## config.mk

```make
export PLATFORM = sky130hd
export DESIGN_NAME = aes_rou_ctrl
export DESIGN_NICKNAME = d
export VERILOG_FILES = /design/src/rtl/core/aes_rou_pkg.sv /design/src/rtl/core/aes_rou_ctrl.sv
export VERILOG_INCLUDE_DIRS = /design/src /design/src/rtl/core
export SDC_FILE = /design/constraint.sdc
export NUM_CORES = 1
export LEC_CHECK = 0
export ABC_AREA = 1
export BUFFER_PORTS_ARGS = -buffer_cell sky130_fd_sc_hd__buf_4
export CAP_MARGIN = 0
export CORE_AREA = 2 2 39 41
export CTS_BUF_LIST = sky130_fd_sc_hd__clkbuf_8
export DETAILED_ROUTE_END_ITERATION = 6
export DIE_AREA = 0 0 41 43
export GPL_TIMING_DRIVEN = 1
export PLACE_DENSITY_LB_ADDON = 0.3
export SYNTH_ARGS = -nofsm -noshare
export SYNTH_HDL_FRONTEND = slang
export SYNTH_SLANG_ARGS = --single-unit
```

## constraint.sdc

```tcl
create_clock -name clk -period 2.05 [get_ports clk]
set_input_delay 0.41 -clock clk [delete_from_list [all_inputs] [get_ports clk]]
set_output_delay 0.41 -clock clk [all_outputs]
set_load 0.005 [all_outputs]
```

## src/rtl/core/aes128_round_operations_unit_macros.svh

```systemverilog
// Assertion macros shared by the round operations unit.
`ifndef AES128_ROUND_OPERATIONS_UNIT_MACROS_SVH
`define AES128_ROUND_OPERATIONS_UNIT_MACROS_SVH
`ifndef SYNTH
`define ASSERT_IMPL(label, clk, rst_n, prop) \
	label: assert property (@(posedge clk) disable iff (!rst_n) prop) else $error("assertion failed");
`define ASSERT_NEXT(label, clk, rst_n, ante, cons) \
	label: assert property (@(posedge clk) disable iff (!rst_n) (ante) |=> (cons)) else $error("assertion failed");
`else
`define ASSERT_IMPL(label, clk, rst_n, prop)
`define ASSERT_NEXT(label, clk, rst_n, ante, cons)
`endif
`endif

```

## src/rtl/core/aes_rou_pkg.sv

```systemverilog
`timescale 1ns / 1ps
// ----------------------------------------------------------------------------
// AES round operations package
// Command codes, controller commands and the byte tables and field math.
// ----------------------------------------------------------------------------
package aes_rou_pkg;

	localparam logic [2:0] CMD_EXPAND  = 3'd0;
	localparam logic [2:0] CMD_ADDKEY  = 3'd1;
	localparam logic [2:0] CMD_SUB     = 3'd2;
	localparam logic [2:0] CMD_INVSUB  = 3'd3;
	localparam logic [2:0] CMD_SHIFT   = 3'd4;
	localparam logic [2:0] CMD_INVSHIFT = 3'd5;
	localparam logic [2:0] CMD_MIX     = 3'd6;
	localparam logic [2:0] CMD_INVMIX  = 3'd7;

	// Controller to datapath commands.
	typedef struct packed {
		logic load;      // capture operand and run a block transform
		logic key_load;  // capture the key and store round key 0
		logic key_step;  // compute and store the next round key
		logic key_done;  // mark the schedule complete
	} ctl_t;

	localparam logic [7:0] SBOX [256] = '{
	8'h63,8'h7c,8'h77,8'h7b,8'hf2,8'h6b,8'h6f,8'hc5,8'h30,8'h01,8'h67,8'h2b,8'hfe,8'hd7,8'hab,8'h76,
	8'hca,8'h82,8'hc9,8'h7d,8'hfa,8'h59,8'h47,8'hf0,8'had,8'hd4,8'ha2,8'haf,8'h9c,8'ha4,8'h72,8'hc0,
	8'hb7,8'hfd,8'h93,8'h26,8'h36,8'h3f,8'hf7,8'hcc,8'h34,8'ha5,8'he5,8'hf1,8'h71,8'hd8,8'h31,8'h15,
	8'h04,8'hc7,8'h23,8'hc3,8'h18,8'h96,8'h05,8'h9a,8'h07,8'h12,8'h80,8'he2,8'heb,8'h27,8'hb2,8'h75,
	8'h09,8'h83,8'h2c,8'h1a,8'h1b,8'h6e,8'h5a,8'ha0,8'h52,8'h3b,8'hd6,8'hb3,8'h29,8'he3,8'h2f,8'h84,
	8'h53,8'hd1,8'h00,8'hed,8'h20,8'hfc,8'hb1,8'h5b,8'h6a,8'hcb,8'hbe,8'h39,8'h4a,8'h4c,8'h58,8'hcf,
	8'hd0,8'hef,8'haa,8'hfb,8'h43,8'h4d,8'h33,8'h85,8'h45,8'hf9,8'h02,8'h7f,8'h50,8'h3c,8'h9f,8'ha8,
	8'h51,8'ha3,8'h40,8'h8f,8'h92,8'h9d,8'h38,8'hf5,8'hbc,8'hb6,8'hda,8'h21,8'h10,8'hff,8'hf3,8'hd2,
	8'hcd,8'h0c,8'h13,8'hec,8'h5f,8'h97,8'h44,8'h17,8'hc4,8'ha7,8'h7e,8'h3d,8'h64,8'h5d,8'h19,8'h73,
	8'h60,8'h81,8'h4f,8'hdc,8'h22,8'h2a,8'h90,8'h88,8'h46,8'hee,8'hb8,8'h14,8'hde,8'h5e,8'h0b,8'hdb,
	8'he0,8'h32,8'h3a,8'h0a,8'h49,8'h06,8'h24,8'h5c,8'hc2,8'hd3,8'hac,8'h62,8'h91,8'h95,8'he4,8'h79,
	8'he7,8'hc8,8'h37,8'h6d,8'h8d,8'hd5,8'h4e,8'ha9,8'h6c,8'h56,8'hf4,8'hea,8'h65,8'h7a,8'hae,8'h08,
	8'hba,8'h78,8'h25,8'h2e,8'h1c,8'ha6,8'hb4,8'hc6,8'he8,8'hdd,8'h74,8'h1f,8'h4b,8'hbd,8'h8b,8'h8a,
	8'h70,8'h3e,8'hb5,8'h66,8'h48,8'h03,8'hf6,8'h0e,8'h61,8'h35,8'h57,8'hb9,8'h86,8'hc1,8'h1d,8'h9e,
	8'he1,8'hf8,8'h98,8'h11,8'h69,8'hd9,8'h8e,8'h94,8'h9b,8'h1e,8'h87,8'he9,8'hce,8'h55,8'h28,8'hdf,
	8'h8c,8'ha1,8'h89,8'h0d,8'hbf,8'he6,8'h42,8'h68,8'h41,8'h99,8'h2d,8'h0f,8'hb0,8'h54,8'hbb,8'h16};

	localparam logic [7:0] SBOX_REV [256] = '{
	8'h52,8'h09,8'h6a,8'hd5,8'h30,8'h36,8'ha5,8'h38,8'hbf,8'h40,8'ha3,8'h9e,8'h81,8'hf3,8'hd7,8'hfb,
	8'h7c,8'he3,8'h39,8'h82,8'h9b,8'h2f,8'hff,8'h87,8'h34,8'h8e,8'h43,8'h44,8'hc4,8'hde,8'he9,8'hcb,
	8'h54,8'h7b,8'h94,8'h32,8'ha6,8'hc2,8'h23,8'h3d,8'hee,8'h4c,8'h95,8'h0b,8'h42,8'hfa,8'hc3,8'h4e,
	8'h08,8'h2e,8'ha1,8'h66,8'h28,8'hd9,8'h24,8'hb2,8'h76,8'h5b,8'ha2,8'h49,8'h6d,8'h8b,8'hd1,8'h25,
	8'h72,8'hf8,8'hf6,8'h64,8'h86,8'h68,8'h98,8'h16,8'hd4,8'ha4,8'h5c,8'hcc,8'h5d,8'h65,8'hb6,8'h92,
	8'h6c,8'h70,8'h48,8'h50,8'hfd,8'hed,8'hb9,8'hda,8'h5e,8'h15,8'h46,8'h57,8'ha7,8'h8d,8'h9d,8'h84,
	8'h90,8'hd8,8'hab,8'h00,8'h8c,8'hbc,8'hd3,8'h0a,8'hf7,8'he4,8'h58,8'h05,8'hb8,8'hb3,8'h45,8'h06,
	8'hd0,8'h2c,8'h1e,8'h8f,8'hca,8'h3f,8'h0f,8'h02,8'hc1,8'haf,8'hbd,8'h03,8'h01,8'h13,8'h8a,8'h6b,
	8'h3a,8'h91,8'h11,8'h41,8'h4f,8'h67,8'hdc,8'hea,8'h97,8'hf2,8'hcf,8'hce,8'hf0,8'hb4,8'he6,8'h73,
	8'h96,8'hac,8'h74,8'h22,8'he7,8'had,8'h35,8'h85,8'he2,8'hf9,8'h37,8'he8,8'h1c,8'h75,8'hdf,8'h6e,
	8'h47,8'hf1,8'h1a,8'h71,8'h1d,8'h29,8'hc5,8'h89,8'h6f,8'hb7,8'h62,8'h0e,8'haa,8'h18,8'hbe,8'h1b,
	8'hfc,8'h56,8'h3e,8'h4b,8'hc6,8'hd2,8'h79,8'h20,8'h9a,8'hdb,8'hc0,8'hfe,8'h78,8'hcd,8'h5a,8'hf4,
	8'h1f,8'hdd,8'ha8,8'h33,8'h88,8'h07,8'hc7,8'h31,8'hb1,8'h12,8'h10,8'h59,8'h27,8'h80,8'hec,8'h5f,
	8'h60,8'h51,8'h7f,8'ha9,8'h19,8'hb5,8'h4a,8'h0d,8'h2d,8'he5,8'h7a,8'h9f,8'h93,8'hc9,8'h9c,8'hef,
	8'ha0,8'he0,8'h3b,8'h4d,8'hae,8'h2a,8'hf5,8'hb0,8'hc8,8'heb,8'hbb,8'h3c,8'h83,8'h53,8'h99,8'h61,
	8'h17,8'h2b,8'h04,8'h7e,8'hba,8'h77,8'hd6,8'h26,8'he1,8'h69,8'h14,8'h63,8'h55,8'h21,8'h0c,8'h7d};

	localparam logic [7:0] POLY_RED = 8'h1b;
	localparam logic [7:0] TOP_BIT  = 8'h80;

	// Multiply by x in GF(2^8).
	function automatic logic [7:0] xtime(input logic [7:0] v);
		logic [7:0] r;
		r = {v[6:0], 1'b0};
		if ((v & TOP_BIT) != 8'h00) begin
			r = r ^ POLY_RED;
		end
		return r;
	endfunction

endpackage

```

## src/rtl/core/aes_rou_ctrl.sv

```systemverilog
`timescale 1ns / 1ps
// ----------------------------------------------------------------------------
// AES round operations controller
// Accepts commands and sequences the ROUNDS key schedule rounds (ten by default).
// ----------------------------------------------------------------------------
`include "aes128_round_operations_unit_macros.svh"
module aes_rou_ctrl #(
	parameter int ROUNDS = 10
) (
	input  logic                  clk,
	input  logic                  arst_n,
	input  logic                  start,
	input  logic [2:0]            command,
	output logic                  busy,
	output logic                  done,
	output aes_rou_pkg::ctl_t     ctl
);

	localparam int CW = $clog2(ROUNDS + 1);
	localparam logic [1:0] ST_IDLE = 2'd0;
	localparam logic [1:0] ST_KEY  = 2'd1;
	localparam logic [1:0] ST_FIN  = 2'd2;

	logic [1:0]    state_q;
	logic [CW-1:0] cnt_q;
	logic          done_q;
	logic          accept;

	assign accept = start && !busy;
	assign busy = (state_q != ST_IDLE);
	assign done = done_q;

	// Command decode toward the datapath.
	always_comb begin
		ctl.load     = accept && (command != aes_rou_pkg::CMD_EXPAND);
		ctl.key_load = accept && (command == aes_rou_pkg::CMD_EXPAND);
		ctl.key_step = (state_q == ST_KEY);
		ctl.key_done = (state_q == ST_FIN);
	end

	// State sequence: one schedule round per cycle, then report.
	always_ff @(posedge clk or negedge arst_n) begin
		if (!arst_n) begin
			state_q <= ST_IDLE;
			cnt_q   <= '0;
			done_q  <= 1'b0;
		end else begin
			done_q <= ctl.load || ctl.key_done;
			unique case (state_q)
				ST_IDLE: begin
					if (ctl.key_load) begin
						state_q <= ST_KEY;
						cnt_q   <= CW'(1);
					end
				end
				ST_KEY: begin
					if (cnt_q == CW'(ROUNDS)) begin
						state_q <= ST_FIN;
					end
					cnt_q <= cnt_q + CW'(1);
				end
				ST_FIN: state_q <= ST_IDLE;
				default: state_q <= ST_IDLE;
			endcase
		end
	end

	`ASSERT_IMPL(a_no_accept_busy, clk, arst_n, !(busy && (ctl.load || ctl.key_load)))
	`ASSERT_NEXT(a_fin_done, clk, arst_n, state_q == ST_FIN, done_q && state_q == ST_IDLE)
	`ASSERT_IMPL(a_cnt_range, clk, arst_n, cnt_q <= CW'(ROUNDS + 1))

endmodule

```

==> results_dict.tcl <==
set metrics [dict create \
    syn-num-nets 59 \
    synth_edf_count 0 \
    wirelength_um 689 \
    crit_type "flip-flop to primary output" \
    netlist.area_leader.share 0.4590 \
    avgSynthCellArea_um2 7.483 \
    status "finished, final reports clean" \
    diodes 0 \
    crit_fanout 5 \
    finClkSkew_ns 0.002343 \
    antenna_found_initial 0 \
    setup.worst_path.end_class "primary output" \
    port_buffers 11 \
    numCtsBuffers 3 \
    drtPass1Iterations 4 \
    pre_cts_slack_ns 0.5608 \
    fin_crit_ns 1.624 \
    overflow 0 \
    reg2reg_from "state_q[1]" \
    critPathLaunchType "flip-flop" \
    r2r-end "cnt_q[3]" \
    max_freq_ghz 0.6159 \
    via_per_inst 4.145 \
    synth_top_family_by_area "simple AND/OR/NAND/NOR gates" \
    clockBufferDepth 2 \
    synth.most_common_cell "nand2_1" \
    start_util 0.2758 \
    setup_tns_ns 0 \
    wl_per_cell_um 8.301 \
    slowest_delay_ns 0.40 \
    htree_levels 1 \
    yosys.area_share.xor_xnor 0 \
    coreArea_um2 1384 \
    fin_ws_ns 0.4265 \
    tritoncts "done" \
    drv_cap 0 \
    netlist_top_cells_count "14 x nand2_1, 7 x dfrtp_1, 7 x inv_1, 7 x nor2_1, 6 x nand3_1" \
    dieWidth_um 41 \
    worstSetupEndpoint "ctl[2]" \
    ys_seq_area_frac 0.4590 \
    cp_cell_sequence "inv_1 -> nand2_1 -> nor2_1 -> nand2_2 -> inv_2 -> buf_4" \
    die_y_um 43 \
    crit_cells 6 \
    final_util 0.3897 \
    reg2reg_depth 6 \
    slew_headroom 0.8608 \
    synthAdderAreaFrac 0.06557 \
    ys.flop_type "dfrtp_1" \
    synth_area_leaders "dfrtp_1 46%, nand2_1 14%, nand3_1 7.9%, inv_1 6.9%, nor2_1 6.9%" \
    setup_viol 0 \
    synth-simple-area-share 0.3475 \
    gp_congestion 0.7424 \
    dp_hpwl_um 538.8 \
    grt_pass1_vias 298 \
    crit_family "flip-flops" \
    async_flop_share 1.000 \
    nNetsFinal 76 \
    holdCritPathClass "input pin to flip-flop" \
    drt_iter0_drc 4 \
    grt_use_total 0.1003 \
    synth_area_um2 381.6 \
    cts-root-buf "clkbuf_8" \
    slowest_stage "dfrtp_1" \
    clk_pin_slew_ns 0.04 \
    ys_seq_elements 7 \
    yosysTopAreaCell "dfrtp_1" \
    crit_buf_inv 3 \
    clk_latency_ns 0.23 \
    syn2layout_area_growth_pct 41.31 \
    drc 0 \
    grt_pass1_wl_um 1117 \
    hold_ws_ns 0.4813 \
    dr_total_vias 344 \
    peakVddDrop_mv 0.6199 \
    drive_gt1_frac 0.2836 \
    post_cts_buffers 0 \
    ff2ff_setup_slack_ns 0.98 \
    clock-sinks 7 \
    slew_viol_final 0 \
    finalCritPeriodShare 0.7920 \
    crit_arrival_ns 1.21 \
    rsz0062_at_grt "false" \
    die_area_um2 1763 \
    grt_max_degree 8 \
    ys_types 12 \
    ios 12 \
    powerDensity_nw_per_um2 1331 \
    hold_viol_final 0 \
    worstPathRequired_ns 1.64 \
    leakage_uw 0.0003123 \
    crit_start "state_q[1]" \
    synthMuxAreaShare 0 \
    synthCells 51 \
    ant_nets 0 \
    rows 14 \
    tightest_slew_ns 0.2080 \
    yosysWarnings 0 \
    synth_compound_area_frac 0.02951 \
    fillers 143 \
]
cells by family (layout without fill, tap and decap cells):
group / after synthesis / after routing
adders and majority gates: 2 / 2
buffers and inverters: 10 / 26
DFF: 7 / 7
AOI/OAI and AO/OA: 2 / 2
and+or+nand+nor: 30 / 30
area by class of cell:
type | count | area, µm² | area share
flip-flops and latches | 7 | 175.2 | 0.3248
multi-input cells | 34 | 168.9 | 0.3132
clock buffers | 3 | 41.29 | 0.07657
repair buffers | 12 | 92.59 | 0.1717
well taps | 16 | 20.02 | 0.03712
inverters | 10 | 37.54 | 0.06961
clock inverters | 1 | 3.754 | 0.006961
routing by layer:
| layer | vias to the layer above | wire (µm) | GRT usage |
|---|---|---|---|
| met4 | 0 | 13 | 0.04000 |
| met2 | 14 | 309 | 0.1594 |
| li1 | 184 | - | - |
| met1 | 144 | 281 | 0.09934 |
| met5 | - | 0 | 0 |
| met3 | 2 | 85 | 0.06283 |
cells in the final DEF (no fill, tap or decap):
master         instances
nand2_1               14
buf_4                 11
inv_1                  8
nor2_1                 7
dfrtp_1                7
nand3_1                6
inv_2                  3
clkbuf_8               3
ha_1                   2
nor2_4                 1
nand2_2                1
o22ai_1                1
a21oi_1                1
or2_0                  1
dlygate4sd3_1          1
worst register-to-register path, stage by stage, from the launching register on:
cell	delay [ns]
dfrtp_1	0.40
inv_1	0.12
nand2_1	0.08
nor2_1	0.11
nand2_2	0.11
nand3_1	0.09
nand2_1	0.05
worst min path at each step:
stage | from | endpoint | slack [ns] | depth (start not counted)
finish | command[2] | done | 0.48 | 3
global placement | arst_n | cnt_q[3] | 0.23 | 1
CTS | command[2] | done | 0.48 | 3
detailed placement | arst_n | cnt_q[3] | 0.23 | 1
floorplan | arst_n | cnt_q[0] | 0.11 | 0
global route | command[2] | done | 0.50 | 3
sequential cells by signal, indices dropped and copies added (netlist names):
register,count
state_q,2
done,1
cnt_q,4
report_power, final:
part,total (µW),internal [µW],switching [µW],leakage (µW)
combinational,288,131,157,0.000197
sequential,240,196,44.2,0.0000885
clock,190,129,60.1,0.0000269
total,718,457,261,0.000312
stage by stage:
stage | area (µm²) | std cells | total power [µW]
6_report | 539.3 | 83 | 717.9
5_1_grt | 539.3 | 83 | 797.2
4_1_cts | 539.3 | 83 | 724.4
3_5_place_dp | 484.2 | 78 | 531.6
3_3_place_gp | 484.2 | 78 | 533.3
2_1_floorplan | 381.6 | 51 | 429.0
what timing repair did:
| item | in CTS | in global routing |
|---|---|---|
| hold buffers | 1 | 0 |
| endpoints found under the hold margin | 7 | 0 |
| gates resized for setup | 0 | 0 |
(Power assumes the default switching activity.)
